## src/hw/rtl/nlp_pkg.sv

```systemverilog
// ---------------------------------------------------------------------------
// nlp_pkg
// shared types, character codes and the boolean word table of the
// number literal parser
// ---------------------------------------------------------------------------
package nlp_pkg;

	localparam int VALUE_WIDTH = 32;
	localparam int ACC_W       = VALUE_WIDTH + 4;
	localparam int OUT_W       = 32;
	localparam int NUM_WORDS   = 8;
	localparam int POS_W       = 3;

	localparam logic [7:0] CH_DOLLAR  = 8'h24;
	localparam logic [7:0] CH_PERCENT = 8'h25;
	localparam logic [7:0] CH_PLUS    = 8'h2b;
	localparam logic [7:0] CH_MINUS   = 8'h2d;
	localparam logic [7:0] CH_POINT   = 8'h2e;
	localparam logic [7:0] CH_ZERO    = 8'h30;
	localparam logic [7:0] CH_ONE     = 8'h31;
	localparam logic [7:0] CH_NINE    = 8'h39;
	localparam logic [7:0] CH_UP_A    = 8'h41;
	localparam logic [7:0] CH_UP_F    = 8'h46;
	localparam logic [7:0] CH_LO_A    = 8'h61;
	localparam logic [7:0] CH_LO_F    = 8'h66;
	localparam logic [7:0] CH_UP_B    = 8'h42;
	localparam logic [7:0] CH_LO_B    = 8'h62;
	localparam logic [7:0] CH_UP_X    = 8'h58;
	localparam logic [7:0] CH_LO_X    = 8'h78;

	// words 0..3 are false, 4..7 are true
	localparam logic [7:0] WORD_TEXT [0:NUM_WORDS-1][0:7] = '{
		'{"0", 8'h00, 8'h00, 8'h00, 8'h00, 8'h00, 8'h00, 8'h00},
		'{"o", "f", "f", 8'h00, 8'h00, 8'h00, 8'h00, 8'h00},
		'{"f", "a", "l", "s", "e", 8'h00, 8'h00, 8'h00},
		'{"n", "o", 8'h00, 8'h00, 8'h00, 8'h00, 8'h00, 8'h00},
		'{"1", 8'h00, 8'h00, 8'h00, 8'h00, 8'h00, 8'h00, 8'h00},
		'{"o", "n", 8'h00, 8'h00, 8'h00, 8'h00, 8'h00, 8'h00},
		'{"t", "r", "u", "e", 8'h00, 8'h00, 8'h00, 8'h00},
		'{"y", "e", "s", 8'h00, 8'h00, 8'h00, 8'h00, 8'h00}
	};
	localparam logic [POS_W-1:0] WORD_LEN [0:NUM_WORDS-1] = '{
		3'd1, 3'd3, 3'd5, 3'd2, 3'd1, 3'd2, 3'd4, 3'd3
	};
	localparam int FIRST_TRUE_WORD = 4;

	typedef struct packed {
		logic [3:0] digit;
		logic       is_dec;
		logic       is_hex;
		logic       is_bin;
		logic       is_dollar;
		logic       is_percent;
		logic       is_plus;
		logic       is_minus;
		logic       is_zero;
		logic       is_point;
		logic       is_x;
		logic       is_b;
	} char_class_t;

	typedef struct packed {
		logic                   is_numeric;
		logic [OUT_W-1:0]       number_value;
		logic                   has_point;
		logic                   is_boolean;
		logic                   boolean_value;
	} result_t;

endpackage

```

## src/hw/rtl/nlp_decode.sv

```systemverilog
// ---------------------------------------------------------------------------
// nlp_decode
// classifies one character: digit value, digit kinds, prefix and sign marks
// ---------------------------------------------------------------------------
module nlp_decode import nlp_pkg::*; (
	input  logic [7:0]  char_code,
	output char_class_t cls
);

	logic dec_r, lo_r, up_r;

	always_comb begin
		dec_r = (char_code >= CH_ZERO) && (char_code <= CH_NINE);
		lo_r  = (char_code >= CH_LO_A) && (char_code <= CH_LO_F);
		up_r  = (char_code >= CH_UP_A) && (char_code <= CH_UP_F);
		cls.digit = 4'd0;
		if (dec_r) begin
			cls.digit = 4'(char_code - CH_ZERO);
		end else if (lo_r) begin
			cls.digit = 4'(char_code - CH_LO_A + 8'd10);
		end else if (up_r) begin
			cls.digit = 4'(char_code - CH_UP_A + 8'd10);
		end
		cls.is_dec     = dec_r;
		cls.is_hex     = dec_r || lo_r || up_r;
		cls.is_bin     = (char_code == CH_ZERO) || (char_code == CH_ONE);
		cls.is_dollar  = char_code == CH_DOLLAR;
		cls.is_percent = char_code == CH_PERCENT;
		cls.is_plus    = char_code == CH_PLUS;
		cls.is_minus   = char_code == CH_MINUS;
		cls.is_zero    = char_code == CH_ZERO;
		cls.is_point   = char_code == CH_POINT;
		cls.is_x       = (char_code == CH_LO_X) || (char_code == CH_UP_X);
		cls.is_b       = (char_code == CH_LO_B) || (char_code == CH_UP_B);
	end

endmodule

```

## src/hw/rtl/nlp_core.sv

```systemverilog
// ---------------------------------------------------------------------------
// nlp_core
// per-token state: format tracker, saturating accumulator, boolean word
// matcher, and the result register
// ---------------------------------------------------------------------------
module nlp_core import nlp_pkg::*; (
	input  logic       clk,
	input  logic       arst_n,
	input  logic       step,
	input  logic [7:0] char_code,
	input  logic       last_char,
	input  logic       res_take,
	output logic       res_valid,
	output result_t    res
);

	typedef enum logic [3:0] {
		ST_START,
		ST_ZERO,
		ST_DEC,
		ST_FRAC,
		ST_HEX,
		ST_BIN,
		ST_BAD
	} fmt_state_t;

	typedef enum logic [1:0] {
		BASE_2,
		BASE_10,
		BASE_16
	} base_t;

	localparam logic [VALUE_WIDTH-1:0] LIMIT = {1'b1, {(VALUE_WIDTH-1){1'b0}}};
	localparam logic [VALUE_WIDTH-1:0] MAX_POS = {1'b0, {(VALUE_WIDTH-1){1'b1}}};

	fmt_state_t              state_q, state_n;
	logic [VALUE_WIDTH-1:0]  mag_q, mag_n;
	logic                    ovf_q, ovf_n;
	logic                    neg_q, neg_n;
	logic                    point_q, point_n;
	logic [NUM_WORDS-1:0]    cand_q, cand_n;
	logic [POS_W-1:0]        pos_q, pos_n;
	logic                    res_valid_q;
	result_t                 res_q, res_n;

	char_class_t             cls;
	logic                    acc_en;
	base_t                   acc_base;
	logic [ACC_W-1:0]        mag_ext, prod, sum;
	logic [VALUE_WIDTH-1:0]  mag_sel, val_vw;
	logic signed [63:0]      val_ext;
	logic                    numeric, bool_hit, bool_truth;

	nlp_decode u_decode (
		.char_code (char_code),
		.cls       (cls)
	);

	// format tracking
	always_comb begin
		state_n  = state_q;
		neg_n    = neg_q;
		point_n  = point_q;
		acc_en   = 1'b0;
		acc_base = BASE_10;
		unique case (state_q)
			ST_START: begin
				if (cls.is_dollar) begin
					state_n = ST_HEX;
				end else if (cls.is_percent) begin
					state_n = ST_BIN;
				end else if (cls.is_plus || cls.is_minus) begin
					neg_n   = cls.is_minus;
					state_n = ST_DEC;
				end else if (cls.is_zero) begin
					state_n = ST_ZERO;
				end else if (cls.is_dec) begin
					acc_en  = 1'b1;
					state_n = ST_DEC;
				end else begin
					state_n = ST_BAD;
				end
			end
			ST_ZERO: begin
				if (cls.is_x) begin
					state_n = ST_HEX;
				end else if (cls.is_b) begin
					state_n = ST_BIN;
				end else if (cls.is_dec) begin
					acc_en  = 1'b1;
					state_n = ST_DEC;
				end else if (cls.is_point) begin
					point_n = 1'b1;
					state_n = ST_FRAC;
				end else begin
					state_n = ST_BAD;
				end
			end
			ST_DEC: begin
				if (cls.is_dec) begin
					acc_en = 1'b1;
				end else if (cls.is_point) begin
					point_n = 1'b1;
					state_n = ST_FRAC;
				end else begin
					state_n = ST_BAD;
				end
			end
			ST_FRAC: begin
				if (!cls.is_dec) begin
					state_n = ST_BAD;
				end
			end
			ST_HEX: begin
				acc_base = BASE_16;
				if (cls.is_hex) begin
					acc_en = 1'b1;
				end else begin
					state_n = ST_BAD;
				end
			end
			ST_BIN: begin
				acc_base = BASE_2;
				if (cls.is_bin) begin
					acc_en = 1'b1;
				end else begin
					state_n = ST_BAD;
				end
			end
			default: begin
				state_n = ST_BAD;
			end
		endcase
	end

	// saturating accumulate: overflow once mag*base+d passes the limit
	always_comb begin
		mag_ext = {4'b0000, mag_q};
		case (acc_base)
			BASE_2:  prod = mag_ext << 1;
			BASE_16: prod = mag_ext << 4;
			default: prod = (mag_ext << 3) + (mag_ext << 1);
		endcase
		sum   = prod + ACC_W'(cls.digit);
		mag_n = mag_q;
		ovf_n = ovf_q;
		if (acc_en && !ovf_q) begin
			if (sum > {4'b0000, LIMIT}) begin
				ovf_n = 1'b1;
			end else begin
				mag_n = sum[VALUE_WIDTH-1:0];
			end
		end
	end

	// boolean word match
	always_comb begin
		for (int i = 0; i < NUM_WORDS; i++) begin
			cand_n[i] = cand_q[i] && (pos_q < WORD_LEN[i])
				&& (WORD_TEXT[i][pos_q] == char_code);
		end
		pos_n = (pos_q == {POS_W{1'b1}}) ? pos_q : pos_q + 1'b1;
		bool_hit   = 1'b0;
		bool_truth = 1'b0;
		for (int i = NUM_WORDS - 1; i >= 0; i--) begin
			if (cand_n[i] && (WORD_LEN[i] == pos_n)) begin
				bool_hit   = 1'b1;
				bool_truth = (i >= FIRST_TRUE_WORD);
			end
		end
	end

	// result from the updated state
	always_comb begin
		numeric = (state_n != ST_START) && (state_n != ST_BAD);
		mag_sel = ovf_n ? LIMIT : mag_n;
		if (neg_n) begin
			val_vw  = VALUE_WIDTH'(~mag_sel + 1'b1);
		end else begin
			val_vw  = (ovf_n || mag_n[VALUE_WIDTH-1]) ? MAX_POS : mag_n;
		end
		if (!numeric) begin
			val_vw = '0;
		end
		val_ext = 64'(signed'(val_vw));
		res_n.is_numeric    = numeric;
		res_n.number_value  = val_ext[OUT_W-1:0];
		res_n.has_point     = numeric && point_n;
		res_n.is_boolean    = bool_hit;
		res_n.boolean_value = bool_truth;
	end

	always_ff @(posedge clk or negedge arst_n) begin
		if (!arst_n) begin
			state_q     <= ST_START;
			mag_q       <= '0;
			ovf_q       <= 1'b0;
			neg_q       <= 1'b0;
			point_q     <= 1'b0;
			cand_q      <= '1;
			pos_q       <= '0;
			res_valid_q <= 1'b0;
			res_q       <= '0;
		end else begin
			if (step && last_char) begin
				state_q     <= ST_START;
				mag_q       <= '0;
				ovf_q       <= 1'b0;
				neg_q       <= 1'b0;
				point_q     <= 1'b0;
				cand_q      <= '1;
				pos_q       <= '0;
				res_valid_q <= 1'b1;
				res_q       <= res_n;
			end else begin
				if (step) begin
					state_q <= state_n;
					mag_q   <= mag_n;
					ovf_q   <= ovf_n;
					neg_q   <= neg_n;
					point_q <= point_n;
					cand_q  <= cand_n;
					pos_q   <= pos_n;
				end
				if (res_take) begin
					res_valid_q <= 1'b0;
				end
			end
		end
	end

	assign res_valid = res_valid_q;
	assign res       = res_q;

endmodule

```

## src/hw/rtl/number_literal_parser.sv

```systemverilog
// ---------------------------------------------------------------------------
// number_literal_parser
// path: a token's last item passes the input register, then the result register
// throughput: one character item per cycle, as the accumulator updates once
// per item; a last item waits while the previous result is not yet taken
// reset: arst_n clears the token state, the input register and the result
// ---------------------------------------------------------------------------
module number_literal_parser import nlp_pkg::*; (
	input  logic        clk,
	input  logic        arst_n,
	input  logic        s_tvalid,
	output logic        s_tready,
	input  logic [7:0]  s_tdata,   // char_code[7:0]
	input  logic        s_tlast,   // last_char
	output logic        m_tvalid,
	input  logic        m_tready,
	output logic [39:0] m_tdata    // is_numeric, number_value[31:0], has_point,
	                               // is_boolean, boolean_value, zero pad
);

	logic       valid_s1;
	logic [7:0] char_s1;
	logic       last_s1;
	logic       step;
	logic       res_valid;
	result_t    res;

	// a last char must wait while a previous result is still held
	assign step     = valid_s1 && (!last_s1 || !res_valid || m_tready);
	assign s_tready = !valid_s1 || step;

	always_ff @(posedge clk or negedge arst_n) begin
		if (!arst_n) begin
			valid_s1 <= 1'b0;
			char_s1  <= '0;
			last_s1  <= 1'b0;
		end else begin
			if (s_tready) begin
				valid_s1 <= s_tvalid;
				char_s1  <= s_tdata;
				last_s1  <= s_tlast;
			end
		end
	end

	nlp_core u_core (
		.clk       (clk),
		.arst_n    (arst_n),
		.step      (step),
		.char_code (char_s1),
		.last_char (last_s1),
		.res_take  (m_tready),
		.res_valid (res_valid),
		.res       (res)
	);

	assign m_tvalid = res_valid;
	assign m_tdata  = {4'b0000, res.boolean_value, res.is_boolean, res.has_point,
		res.number_value, res.is_numeric};

endmodule

```

## config.mk

```make
export PLATFORM = sky130hd
export DESIGN_NAME = number_literal_parser
export DESIGN_NICKNAME = d
export VERILOG_FILES = /design/src/hw/rtl/nlp_pkg.sv /design/src/hw/rtl/nlp_decode.sv /design/src/hw/rtl/nlp_core.sv /design/src/hw/rtl/number_literal_parser.sv
export SDC_FILE = /design/constraint.sdc
export NUM_CORES = 1
export LEC_CHECK = 0
export BUFFER_PORTS_ARGS = -buffer_cell sky130_fd_sc_hd__buf_2
export CAP_MARGIN = 20
export CORE_MARGIN = 1
export CORE_UTILIZATION = 40
export CTS_CLUSTER_DIAMETER = 150
export DETAILED_ROUTE_END_ITERATION = 8
export PLACE_DENSITY = 0.63
export SETUP_SLACK_MARGIN = 0.3
export SLEW_MARGIN = 20
export SYNTH_ARGS = -nofsm -noshare
export SYNTH_HDL_FRONTEND = slang
export SYNTH_SLANG_ARGS = --single-unit
```

## constraint.sdc

```tcl
create_clock -name clk -period 7.45 [get_ports clk]
set_clock_uncertainty 0.1 [all_clocks]
set_input_delay 0.3725 -clock clk [delete_from_list [all_inputs] [get_ports clk]]
set_output_delay 0.3725 -clock clk [all_outputs]
set_load 0.1 [all_outputs]
```

Yosys cells after proc, flatten, opt, wreduce, memory -nomap -nowiden
Memory sizes are Yosys's and may differ from the RTL's. Cells that the tools add are included.

Memories kept: 8. Memory bits (read-only): 512. Output and inout port bits: 42. Register bits: 97.

Memory list: (name not given) (words 8, bits a word 8, read ports 1, clocked after memory_dff 0, write ports 0, line nlp_core.sv:160) `&& (WORD_TEXT[i][pos_q] == char_code);`; (name not given) (words 8, bits a word 8, read ports 1, clocked after memory_dff 0, write ports 0, line nlp_core.sv:160); (name not given) (words 8, bits a word 8, read ports 1, clocked after memory_dff 0, write ports 0, line nlp_core.sv:160); (name not given) (words 8, bits a word 8, read ports 1, clocked after memory_dff 0, write ports 0, line nlp_core.sv:160); (name not given) (words 8, bits a word 8, read ports 1, clocked after memory_dff 0, write ports 0, line nlp_core.sv:160); (name not given) (words 8, bits a word 8, read ports 1, clocked after memory_dff 0, write ports 0, line nlp_core.sv:160); 2 more memories.

Mux-type cells: 91. Bitwise operators: 2. Reductions and logical operators: 51. Equal/unequal tests: 32. $add $sub $neg: 9. Magnitude comparators: 13.

Operator list (count): 2-to-1 mux 32 bit (8); 2-to-1 mux 8 bit (18); case mux 36 bit (2 select lines) (1); == test 8 bit (8); 2-to-1 mux 4 bit (16); == test 8 x 6 -> 1 bit, second input constant (7); 2-to-1 mux 1 bit (39); adder 35 x 33 -> 36 bit (1); adder 36 x 4 -> 36 bit (1); > comparator 36 x 32 -> 1 bit, second input constant (1); adder 32 x 1 -> 32 bit, second input constant (1); == test 8 x 7 -> 1 bit, second input constant (4); logical AND 1 bit (32); NOT 32 bit (1); case mux 4 bit (6 select lines) (1); greater-or-equal comparator 8 x 7 -> 1 bit, second input constant (2); less-or-equal comparator 8 x 7 -> 1 bit, second input constant (2); 2-to-1 mux 3 bit (5); subtractor 4 x 1 -> 4 bit, second input constant (3); logical OR 1 bit (10); adder 4 bit, second input constant (2); == test 4 x 2 -> 1 bit, second input constant (2); == test 4 x 3 -> 1 bit, second input constant (2); greater-or-equal comparator 8 x 6 -> 1 bit, second input constant (1); 22 further kinds (30).

Logic depth before layout (Yosys ltp)
Gate-level depths: netlist (run 1).

Depth after elaboration: 15. Depth in mapped cells: 36. Mapped depth without buffers: 29.

By module
A second synthesis (run 1) with hierarchy kept.

Cell total of the unflattened synthesis: 1422. Area total of the unflattened synthesis: 10944.2 µm².

By module, submodules not included: nlp_core (seq. area each 2187.1 µm², area each 10146.0 µm², times used 1, cells an instance 1349); number_literal_parser (seq. area each 250.2 µm², area each 464.2 µm², times used 1, cells an instance 30); nlp_decode (seq. area each 0.0 µm², area each 334.1 µm², times used 1, cells an instance 43).

Worst setup path after synthesis (run 1)
No wires, ideal clock.

Kind: flip-flop to flip-flop. Start point: register u_core.state_q[1]. End point: register u_core.res_q (netlist bit u_core.res[19]). Cell stages (with the launch flop): 35. Arrival: 6.663 ns. Slack: 0.600 ns. Library setup time: 0.087 ns. Path through: dfrtp_1 buf_2 nor3b_2 buf_2 buf_2 buf_2 buf_2 buf_1 a21oi_1 ha_1 fa_1 a21oi_1 nor3_1 o311ai_0 o21ai_0 or2_2 or2_1 nor2_1 nand4_1 nor4_4 a31o_2 and3_1 buf_6 buf_4 buf_6 buf_4 nand2_1 o21ai_1 nand2_1 ha_1 o31a_1 clkbuf_1 o21a_1 a311o_1 o211ai_1.

Cells in the longest elaborated chain, start to end: 13.

RTL lines: start, declared (line nlp_core.sv:36) `fmt_state_t state_q, state_n;`; start signal, assigned (line nlp_core.sv:217) `state_q <= state_n;`; == test 4 x 3 -> 1 bit (line nlp_core.sv:66) `unique case (state_q)`; case mux 2 bit (2 select lines) (line nlp_core.sv:66); == test 2 bit or logical NOT 2 bit (tied branches) (line nlp_core.sv:139) `case (acc_base)`; case mux 36 bit (2 select lines) (line nlp_core.sv:139); adder 36 x 4 -> 36 bit (line nlp_core.sv:144) `sum = prod + ACC_W'(cls.digit);`; > comparator 36 x 32 -> 1 bit (line nlp_core.sv:148) `if (sum > {4'b0000, LIMIT}) begin`; 2-to-1 mux 32 bit or 2-to-1 mux 1 bit (tied branches) (line nlp_core.sv:148); 2-to-1 mux 32 bit or 2-to-1 mux 1 bit (tied branches) (line nlp_core.sv:147) `if (acc_en && !ovf_q) begin`; 2-to-1 mux 32 bit (line nlp_core.sv:176) `mag_sel = ovf_n ? LIMIT : mag_n;`; NOT 32 bit (line nlp_core.sv:178) `val_vw = VALUE_WIDTH'(~mag_sel + 1'b1);`; adder 32 x 1 -> 32 bit (line nlp_core.sv:178); 2-to-1 mux 32 bit (line nlp_core.sv:177) `if (neg_n) begin`; 2-to-1 mux 32 bit (*) (line nlp_core.sv:182) `if (!numeric) begin`; end signal, assigned (line nlp_core.sv:214) `res_q <= res_n;`; end, declared (line nlp_core.sv:44) `result_t res_q, res_n;`.

Every way passes the cells marked *; elsewhere a longest branch is shown, timed or not. A chain may end at the register's enable or synchronous reset.

Final worst setup path (run 1)
Start point: register char_s1[0]. End point: register u_core.res_q (netlist bit u_core.res[5]).

Cells in the longest elaborated chain, start to end: 15.

RTL lines: start, declared (line number_literal_parser.sv:22) `logic [7:0] char_s1;`; start signal, assigned (line number_literal_parser.sv:40) `char_s1 <= s_tdata;`; branches (longest 14 deep; another with adder 36 x 4 -> 36 bit); 2-to-1 mux 32 bit (*) (line nlp_core.sv:182).

Mark *: on every way between the ends.

==> results.ini, run 1 <==
[status]
outcome=completed

[global_route]
antenna_found_initial=0
grt_remaining_overflow=0
grt_pass1_vias=10600
grt_pass1_wl_microns=58400
grt_max_degree=69
track_usage=0.256

[critical_path]
crit_arrival_ns=6.90
cp-end-kind=flop
startpoint_type=flop
crit_path_frequent_cell=o21ai_0
crit_family=simple AND/OR/NAND/NOR gates
slowest_stage=fa_1
crit_buf_inv=4
worstPathMaxFanout=13
crit_required_ns=7.59
cp.depth=29
crit_type=reg2reg
r2r_cells=29
crit_start=char_s1[0]$_DFFE_PN0P_
reg2reg_from=char_s1[0]$_DFFE_PN0P_
slowest_delay_ns=0.57

[sta]
rsz0062_at_grt=true
fin_setup_tns_ns=0
period_needed_ns=6.76
worst_pin_slew_ns=0.916
fmax_ghz=0.148
worst_slack_ns=0.692
setup_viol=0
holdWs_ns=0.0948
period_share=0.907
slew_headroom=0.390
drv_slew=0
final_hold_viol_count=0

[place]
dp_slack_ns=0.448
io_buffers=50
detailed_place_hpwl_microns=27200
gp_congestion=0.917

[finish]
nFillCells=2766
regArea_sq_um=2440
diodes=0
drive_above_1_share=0.130
multi_input_area_sq_um=8260
area_delta_synth_final_pct=8.83
nets=1545
post-route-util=0.447

[yosys]
netlist_area_sq_um=11200
synth_edf_count=0
syn_inst=1481
synth-async-reset-ratio=1.00
synth_top_family_by_area=compound AO/OA/AOI/OAI gates
synth_fa_ha_area_frac=0.0518
syn_area_per_cell_sq_um=7.54
synthFlopType=dfrtp_1
synth_xor_area_frac=0.0486
synthTopCellsByArea=dfrtp_1 (20%), nand2_1 (6.1%), a21oi_1 (6.0%)
ys_seq_elements=97
synth_top_area_share=0.199
synth_simple_gate_area_frac=0.268
yosys_warnings=0
seq_area_frac_synth=0.218
yosysTopAreaCell=dfrtp_1
synth_compound_area_frac=0.280
muxShareOfSynthArea=0.0814
yosysUniqueCellTypes=105

[clock_tree]
path_clk_slew_ns=0.08
h-tree-depth=3
numClockSinks=97
cts_inserted_buffers=9
cts_tree=yes
clock_latency_ns=0.36
clockBufferDepth=2
cts_root_buffer=clkbuf_16

[routing]
drt_iter0_markers=997
drtAntennaViolNets=0
via_count=11500
drtPass1Iterations=5
totalWireLength_microns=36700
avgRoutedWirePerCell_microns=19.7
avgViaCountPerCell=6.20
drcViolationCount=0

[power]
leakage_nw=5.02
p_total_mw=3.02
ir_worst_vdd_mv=0.331
power_density_nw_per_um2=249

[die]
coreArea_sq_um=27200
std_cell_rows=60
die_h_microns=169
die_area_sq_um=28600
io_pins=55
initial_core_util=0.411
fp.dieW_microns=169

[min_path]
hold_class=in2reg
hp-start=s_tlast
hold_depth=2

[flow_run]
maxCapViolations=0

## layout make-up
cell class                 count  share of cell area
multi-input combinational   1260               0.679
sequential                    97               0.201
timing repair buffer          86              0.0452
tap                          372              0.0383
clock buffer                  11              0.0208
inverter                      33              0.0105
clock inverter                 5             0.00504
## worst register-to-register path, delay by kind of cell, from the launching register on
| kind | cells | cell delay, ns |
|---|---|---|
| AND/OR/NAND/NOR | 11 | 2.49 |
| AO/OA/AOI/OAI | 11 | 1.81 |
| adder cells (fa/ha/maj) | 3 | 1.05 |
| buffers and inverters | 4 | 0.73 |
| flip-flops | 1 | 0.46 |
## cell usage in the layout (no fill, tap or decap), drive strengths merged, types with 10 or more instances in the layout
| cell type | count |
|---|---|
| nor3 | 44 |
| or3 | 19 |
| mux2 | 20 |
| o21ai | 135 |
| nand2 | 182 |
| nor2 | 118 |
| o211ai | 15 |
| o31ai | 11 |
| o22ai | 13 |
| a31oi | 19 |
| buf | 85 |
| clkbuf | 11 |
| nand3 | 38 |
| dfrtp | 89 |
| and3 | 22 |
| or2 | 16 |
| o21a | 10 |
| ha | 43 |
| a22oi | 12 |
| nor4 | 12 |
| inv | 33 |
| xor2 | 27 |
| nor2b | 22 |
| a21oi | 137 |
| a211oi | 15 |
| xnor2 | 35 |
| nand2b | 18 |
| and2 | 14 |
| a21o | 22 |
| nand4 | 24 |
| mux2i | 68 |
## final timing paths
kind | endpoint | slack (ns)
min in group asynchronous | char_s1[7]$_DFFE_PN0P_ | 0.38
worst max-delay path | u_core.res[5]$_DFFE_PN0P_ | 0.69
worst min register to register | u_core.res[35]$_DFFE_PN0P_ | 0.38
worst min-delay path | last_s1$_DFFE_PN0P_ | 0.09
max in group asynchronous | u_core.mag_q[24]$_DFFE_PN0P_ | 5.60
worst max register to register | u_core.res[5]$_DFFE_PN0P_ | 0.69
## layer usage
layer  GRT usage  part of all wire  vias to the layer above
li1            -                 -                     5507
met2       0.380              0.42                      430
met3      0.0171             0.064                       55
met1       0.393              0.49                     5557
met5           0                 0                        -
met4      0.0725             0.021                        0
## flip-flops by register name, summed over array words and instances (netlist names), 3 cells and up
register,count
u_core.res,36
u_core.pos_q,3
char_s1,8
u_core.state_q,4
u_core.cand_q,8
u_core.mag_q,32
## cells in the mapped netlist, drive strengths merged, types with 9 or more instances
cell and instances:
nand3 38, o22ai 13, nor2 118, or2 16
xor2 27, o211ai 15, clkbuf 57, mux2i 68
a21oi 137, xnor2 35, o31ai 11, a32oi 9
or3 19, and2 14, a31oi 19, a22oi 12
dfrtp 89, a21o 22, inv 33, buf 37
and3 22, nor4 12, o21a 10, ha 43
mux2 20, nor2b 22, nor3 44, nand2 182
nand2b 18, a211oi 15, nand4 24, o21ai 135
## repair_timing
action | 4_1_cts | 5_1_grt
buffers inserted | 0 | 8
endpoints found under the hold margin | 28 | 0
hold buffers | 1 | 0
endpoints found under the setup margin | 0 | 40
gates resized for setup | 0 | 18
## power breakdown
| group | total (mW) | leakage, nW | internal, mW | switching, mW |
|---|---|---|---|---|
| registers | 0.735 | 1.27 | 0.623 | 0.112 |
| clock network | 0.501 | 0.156 | 0.281 | 0.220 |
| logic | 1.79 | 3.60 | 0.503 | 1.28 |
| total | 3.02 | 5.02 | 1.41 | 1.62 |
## per-stage QoR
step | area, sq um | instances
after CTS | 12000 | 1856
after global placement | 11700 | 1838
after floorplan | 11200 | 1484
after detailed placement | 11700 | 1839
final | 12200 | 1864
after global routing | 12200 | 1864
## logic make-up (layout without fill, tap and decap cells)
group	after synthesis	count (layout)
AO/OA/AOI/OAI	488	488
XOR/XNOR	62	62
adder cells (fa/ha/maj)	45	45
buffers and inverters	127	135
flip-flops	97	97
multiplexers	88	88
other	1	4
AND/OR/NAND/NOR	573	573
(Power assumes the default switching activity.)
==> run 2, diff against run 1 <==
--- a/config.mk
+++ b/config.mk
@@ -5,6 +5,8 @@
 export SDC_FILE = /design/constraint.sdc
 export NUM_CORES = 1
 export LEC_CHECK = 0
+export ABC_AREA = 1
+export ABC_CLOCK_PERIOD_IN_PS = 7450
 export BUFFER_PORTS_ARGS = -buffer_cell sky130_fd_sc_hd__buf_2
 export CAP_MARGIN = 20
 export CORE_MARGIN = 1
==> run 2 against run 1 <==
Maximum frequency grew 6.2%. Clock power rose by 4.2%. Flip-flop and latch count did not move. Wire length is 3.6% higher. Critical path depth grew 10. Sequential share of layout area fell by 0.47 points. Setup slack gained 0.39 ns. Die area grew 3.2%. Critical endpoint is now u_core.res[25]$_DFFE_PN0P_. Highest routed layer unchanged.
==> results.ini, run 2 <==
[status]
outcome=completed

[sta]
period_share=0.854  ; -0.0530
holdWs_ns=0.0955  ; +0.000648 ns
fin_setup_tns_ns=0  ; unchanged
setup_viol=0  ; unchanged
fmax_ghz=0.157  ; +6.2%
period_needed_ns=6.36  ; -0.395 ns
final_hold_viol_count=0  ; unchanged
drv_slew=0  ; unchanged
worst_pin_slew_ns=0.955  ; +0.0397 ns
rsz0062_at_grt=false
slew_headroom=0.362  ; -0.0272

[die]
die_area_sq_um=29500  ; +3.2%
coreArea_sq_um=28100  ; +3.4%
std_cell_rows=61  ; +1.7%
io_pins=55  ; unchanged
die_h_microns=172  ; +1.6%
fp.dieW_microns=172  ; +1.6%
initial_core_util=0.411  ; about the same

[finish]
multi_input_area_sq_um=7610  ; -7.8%
largest_reg_flops=36  ; unchanged
final_common_cell=nand2_1
regArea_sq_um=2440  ; about the same
diodes=0  ; unchanged
final_cell_mix=nand2_1 (710), inv_1 (302), nor2_1 (208), nand3_1 (174), dfrtp_1 (87)
nets=2108  ; +36%
nFillCells=3130  ; +13%
area_delta_synth_final_pct=7.85
drive_above_1_share=0.0895  ; -0.0405

[global_route]
grt_pass1_vias=11900  ; +12%
grt_remaining_overflow=0  ; unchanged
grt_max_degree=77  ; +12%
grt_pass1_wl_microns=61800  ; +5.7%
track_usage=0.265  ; +0.00889
antenna_found_initial=0  ; unchanged

[critical_path]
crit_path_frequent_cell=nand2_1
crit_start=char_s1[0]$_DFFE_PN0P_
crit_required_ns=7.60  ; about the same
endpoint=u_core.res[25]$_DFFE_PN0P_
worstPathMaxFanout=18  ; +5
slowest_stage=dfrtp_2
reg2reg_from=char_s1[0]$_DFFE_PN0P_
crit_family=simple AND/OR/NAND/NOR gates
cp.depth=39  ; +34%
startpoint_type=flop
r2r_slack_ns=1.09  ; +0.39 ns
crit_buf_inv=4  ; unchanged
r2r_cells=39  ; +34%
cp-end-kind=flop
rr_endpoint=u_core.res[25]$_DFFE_PN0P_
slowest_delay_ns=0.50  ; -0.07 ns
crit_type=reg2reg
crit_arrival_ns=6.51  ; -0.39 ns

[routing]
totalWireLength_microns=38000  ; +3.6%
drtPass1Iterations=5  ; unchanged
drt_iter0_markers=1066  ; +6.9%
drcViolationCount=0  ; unchanged
avgRoutedWirePerCell_microns=15.6  ; -21%
avgViaCountPerCell=5.29  ; -15%
drtAntennaViolNets=0  ; unchanged
via_count=12900  ; +11%

[place]
gp_congestion=0.954  ; +4.1%
io_buffers=50  ; unchanged
detailed_place_hpwl_microns=30400  ; +12%

[clock_tree]
cts_tree=yes
clock_latency_ns=0.35  ; about the same
numClockSinks=97  ; unchanged
path_clk_slew_ns=0.08  ; about the same
h-tree-depth=3  ; unchanged
cts_root_buffer=clkbuf_16
cts_inserted_buffers=9  ; unchanged
clockBufferDepth=2  ; unchanged

[yosys]
yosysTopAreaCell=nand2_1
yosys_warnings=0  ; unchanged
ys_seq_elements=97  ; unchanged
yosysUniqueCellTypes=55  ; -48%
synthTopCellsByArea=nand2_1 (23%), dfrtp_1 (19%), inv_1 (9.8%)
yosys-top-cells-count=nand2_1 (711), inv_1 (302), nor2_1 (209), nand3_1 (174), dfrtp_1 (89)
syn_inst=2027  ; +37%
synthFlopType=dfrtp_1
netlist_area_sq_um=11500  ; +3.3%
synth_most_common_cell=nand2_1
synth-async-reset-ratio=1.00  ; unchanged
syn_area_per_cell_sq_um=5.69  ; -25%
synth_top_area_share=0.231  ; +0.0320
synth_edf_count=0  ; unchanged
seq_area_frac_synth=0.211  ; -0.00689

[flow_run]
maxCapViolations=0  ; unchanged

[power]
combPwrFrac=0.481  ; -0.110
ir_worst_vdd_mv=0.144  ; -57%
swShare=0.484  ; -0.0510
clock_power_share=0.237  ; +0.071
seq_power_share=0.282  ; +0.039
p_int_mw=1.14  ; -19%
leakage_nw=6.81  ; +36%
p_sw_mw=1.06  ; -34%
power_density_nw_per_um2=177  ; -29%

[min_path]
hold_class=in2reg

[run 2: worst min-delay path: stages]
cell	delay (ns)
buf_2	0.07
inv_1	0.03
nand2_1	0.05
[run 2: repair_timing]
| item | 4_1_cts | 5_1_grt |
|---|---|---|
| hold buffers | 1 | 0 |
| setup endpoints to repair | 0 | 31 |
| hold endpoints to repair | 19 | 0 |
| gates resized for setup | 0 | 6 |
| buffers inserted | 0 | 5 |
[run 2: power by group through the flow]
stage          sequential, mW  clock, mW  combinational (mW)
2_1_floorplan           0.831          0               0.608
4_1_cts                 0.620      0.534                1.02
6_report                0.621      0.522                1.06
3_3_place_gp            0.629          0                1.02
5_1_grt                 0.628      0.556                1.15
3_5_place_dp            0.628          0                1.02
[run 2: through the flow]
step	power, mW	cell area (sq um)	std cells	utilization	setup slack [ns]
floorplan	1.44	11500	2030	-	2.27
global route	2.33	12400	2433	0.443	0.356
finish	2.20	12400	2433	0.443	1.09
global placement	1.64	12000	2409	0.428	0.722
detailed placement	1.64	12000	2409	0.428	0.514
CTS	2.17	12400	2426	0.440	0.521
[run 2: cell families (layout without fill, tap and decap cells)]
family	after synthesis	count (layout)	synth area share
and+or+nand+nor	1267	1269	0.479
buffers and inverters	381	404	0.133
AOI/OAI and AO/OA	215	215	0.111
DFF	97	97	0.211
adders and majority gates	45	45	0.0501
xor gates and xnor gates	21	21	0.0159
other	1	4	0.000325
[run 2: area by class of cell]
type	count	share of cell area
sequential	97	0.196
clock buffer	9	0.0181
inverter	324	0.0978
clock inverter	7	0.00855
tap	378	0.0380
multi-input combinational	1554	0.612
timing repair buffer	64	0.0293
[run 2: worst min path at each step]
stage,from,endpoint,cells after the start
2_1_floorplan,arst_n,char_s1[0]$_DFFE_PN0P_,0
3_3_place_gp,arst_n,u_core.pos_q[2]$_DFFE_PN0P_,1
3_5_place_dp,arst_n,char_s1[7]$_DFFE_PN0P_,1
4_1_cts,s_tvalid,valid_s1$_DFFE_PN0P_,3
5_1_grt,s_tlast,last_s1$_DFFE_PN0P_,3
6_report,s_tvalid,valid_s1$_DFFE_PN0P_,3
[run 2: per-layer routing]
| layer | wire (microns) | part of all wire | vias to the layer above | track usage |
|---|---|---|---|---|
| met2 | 15700 | 0.41 | 475 | 0.401 |
| met5 | 0 | 0 | - | 0 |
| met1 | 18600 | 0.49 | 5820 | 0.398 |
| li1 | - | - | 6525 | - |
| met4 | 946 | 0.025 | 0 | 0.0704 |
| met3 | 2700 | 0.071 | 55 | 0.0219 |
==> run 3, diff against run 2 <==
--- a/config.mk
+++ b/config.mk
@@ -10,10 +10,10 @@
 export BUFFER_PORTS_ARGS = -buffer_cell sky130_fd_sc_hd__buf_2
 export CAP_MARGIN = 20
 export CORE_MARGIN = 1
-export CORE_UTILIZATION = 40
+export CORE_UTILIZATION = 50
 export CTS_CLUSTER_DIAMETER = 150
 export DETAILED_ROUTE_END_ITERATION = 8
-export PLACE_DENSITY = 0.63
+export PLACE_DENSITY = 0.74
 export SETUP_SLACK_MARGIN = 0.3
 export SLEW_MARGIN = 20
 export SYNTH_ARGS = -nofsm -noshare
==> run 3 against run 2 <==
Total power decreased by 3.6%. Sequential share of layout area up 0.34 points. Cell area down 1.8%. Sequential power hardly changed. Wire length is 2.1% lower. Core utilization is 9.7 points higher.
==> results.ini, run 3 (synthesis gave the netlist of run 2 again) <==
[die]
coreArea_sq_um=22600  ; -19%
io_pins=55  ; unchanged
fp.dieW_microns=154  ; -10%
initial_core_util=0.509  ; +0.0988
std_cell_rows=55  ; -9.8%
die_area_sq_um=23700  ; -20%
die_h_microns=154  ; -10%

[finish]
nFillCells=2415  ; -23%
post-route-util=0.539  ; +0.0965
final_common_cell=nand2_1
fin_area_sq_um=12200  ; -1.8%
diodes=0  ; unchanged
area_delta_synth_final_pct=5.89
final_cells=2333  ; -4.1%
nets=2101  ; -0.33%
largest_reg_flops=36  ; unchanged
drive_above_1_share=0.0845  ; -0.00507
final_cell_mix=nand2_1 (710), inv_1 (302), nor2_1 (207), nand3_1 (174), dfrtp_1 (89)

[global_route]
grt_remaining_overflow=0  ; unchanged
grt_max_degree=74  ; -3.9%
grt_pass1_wl_microns=60400  ; -2.2%
track_usage=0.320  ; +0.0555
antenna_found_initial=0  ; unchanged
grt_pass1_vias=11900  ; +0.12%

[sta]
worst_slack_ns=1.03  ; -0.0576 ns
holdWs_ns=0.105  ; +0.00935 ns
fin_setup_tns_ns=0  ; unchanged
slew_headroom=0.352  ; -0.0102
setup_viol=0  ; unchanged
period_needed_ns=6.42  ; +0.0576 ns
final_hold_viol_count=0  ; unchanged
fmax_ghz=0.156  ; -0.90%
period_share=0.862  ; +0.00774
worst_pin_slew_ns=0.971  ; +0.0153 ns
drv_slew=0  ; unchanged
rsz0062_at_grt=false

[place]
detailed_place_hpwl_microns=30000  ; -1.4%
place_inst=2316  ; -3.9%
io_buffers=50  ; unchanged
placed_area_sq_um=11900  ; -0.95%
gp_congestion=0.992  ; +4.0%
dp_slack_ns=1.13  ; +0.619 ns

[status]
outcome=completed

[power]
clock_power_share=0.218  ; -0.019
swShare=0.491  ; +0.00717
power_density_nw_per_um2=174  ; -1.9%
leakage_nw=6.77  ; -0.69%
p_sw_mw=1.04  ; -2.2%
seq_power_share=0.293  ; +0.011
p_total_mw=2.12  ; -3.6%
ir_worst_vdd_mv=0.242  ; +68%
combPwrFrac=0.488  ; +0.007
p_int_mw=1.08  ; -5.0%

[critical_path]
r2r_cells=43  ; +10%
r2r_slack_ns=1.03  ; -0.06 ns
rr_endpoint=u_core.res[33]$_DFFE_PN0P_
startpoint_type=flop
crit_path_frequent_cell=nand2_1
crit_start=char_s1[0]$_DFFE_PN0P_
endpoint=u_core.res[33]$_DFFE_PN0P_
slowest_stage=dfrtp_1
reg2reg_from=char_s1[0]$_DFFE_PN0P_
crit_type=reg2reg
cp-end-kind=flop
worstPathMaxFanout=19  ; +1
crit_arrival_ns=6.56  ; +0.05 ns
slowest_delay_ns=0.54  ; +0.04 ns
crit_required_ns=7.59  ; about the same

[clock_tree]
path_clk_slew_ns=0.07  ; about the same
numClockSinks=97  ; unchanged
h-tree-depth=3  ; unchanged
cts_root_buffer=clkbuf_16
clockBufferDepth=2  ; unchanged
clock_latency_ns=0.36  ; about the same
cts_tree=yes
cts_inserted_buffers=9  ; unchanged

[routing]
drt_iter0_markers=1168  ; +9.6%
drtPass1Iterations=6  ; +1
avgViaCountPerCell=5.53  ; +4.4%
via_count=12900  ; +0.16%
drcViolationCount=0  ; unchanged
avgRoutedWirePerCell_microns=15.9  ; +2.1%
drtAntennaViolNets=0  ; unchanged
totalWireLength_microns=37200  ; -2.1%

[min_path]
hold_class=in2reg

[flow_run]
maxCapViolations=0  ; unchanged

-- run 3: cell types whose count changed in the layout (fill, tap and decap cells not counted), sizes merged --
cell	previous run	this run
buf	63	58
bufinv	2	1
clkbuf	9	11
clkinv	4	8
inv	325	320
nand3	185	184
nor2	239	238
-- run 3: critical path, delay by kind of cell (launching register included) --
family / cells / cell delay, ns
simple gates: 31 / 3.76
fa+ha+maj: 3 / 0.74
buf+inv: 6 / 0.65
flops: 1 / 0.54
compound gates: 3 / 0.49
-- run 3: what timing repair did --
action,in CTS,in global routing
endpoints found under the hold margin,21,0
hold buffers,1,0
buffers inserted,0,0
gates resized for setup,0,0
-- run 3: power groups by stage --
stage | logic [mW] | clock network [mW] | registers [mW]
6_report | 1.04 | 0.463 | 0.622
2_1_floorplan | 0.608 | 0 | 0.831
3_5_place_dp | 1.02 | 0 | 0.629
4_1_cts | 1.02 | 0.473 | 0.621
3_3_place_gp | 1.01 | 0 | 0.628
5_1_grt | 1.13 | 0.489 | 0.628
-- run 3: cell type report --
cell class / instances / area [sq um] / share of cell area
Timing Repair Buffer: 59 / 323 / 0.0264
Sequential cell: 97 / 2440 / 0.200
Clock buffer: 11 / 233 / 0.0191
Multi-Input combinational cell: 1552 / 7590 / 0.621
Clock inverter: 5 / 57.6 / 0.00471
Inverter: 324 / 1220 / 0.0996
Tap cell: 285 / 357 / 0.0292
-- run 3: worst min-delay path by stage --
stage | cells past startpoint | slack [ns] | to | start
floorplan | 0 | -0.02 | char_s1[0]$_DFFE_PN0P_ | arst_n
CTS | 3 | 0.1 | valid_s1$_DFFE_PN0P_ | s_tvalid
global route | 3 | 0.11 | valid_s1$_DFFE_PN0P_ | s_tvalid
detailed placement | 1 | 0.21 | u_core.pos_q[2]$_DFFE_PN0P_ | arst_n
global placement | 1 | 0.20 | char_s1[4]$_DFFE_PN0P_ | arst_n
finish | 3 | 0.10 | valid_s1$_DFFE_PN0P_ | s_tvalid
-- run 3: per-layer routing --
metal	GRT usage	vias to the layer above	wire length [microns]	share of wire
met2	0.495	464	15700	0.42
met3	0.0344	56	2860	0.077
li1	-	6507	-	-
met5	0	-	0	0
met1	0.466	5868	17700	0.48
met4	0.0995	0	957	0.026
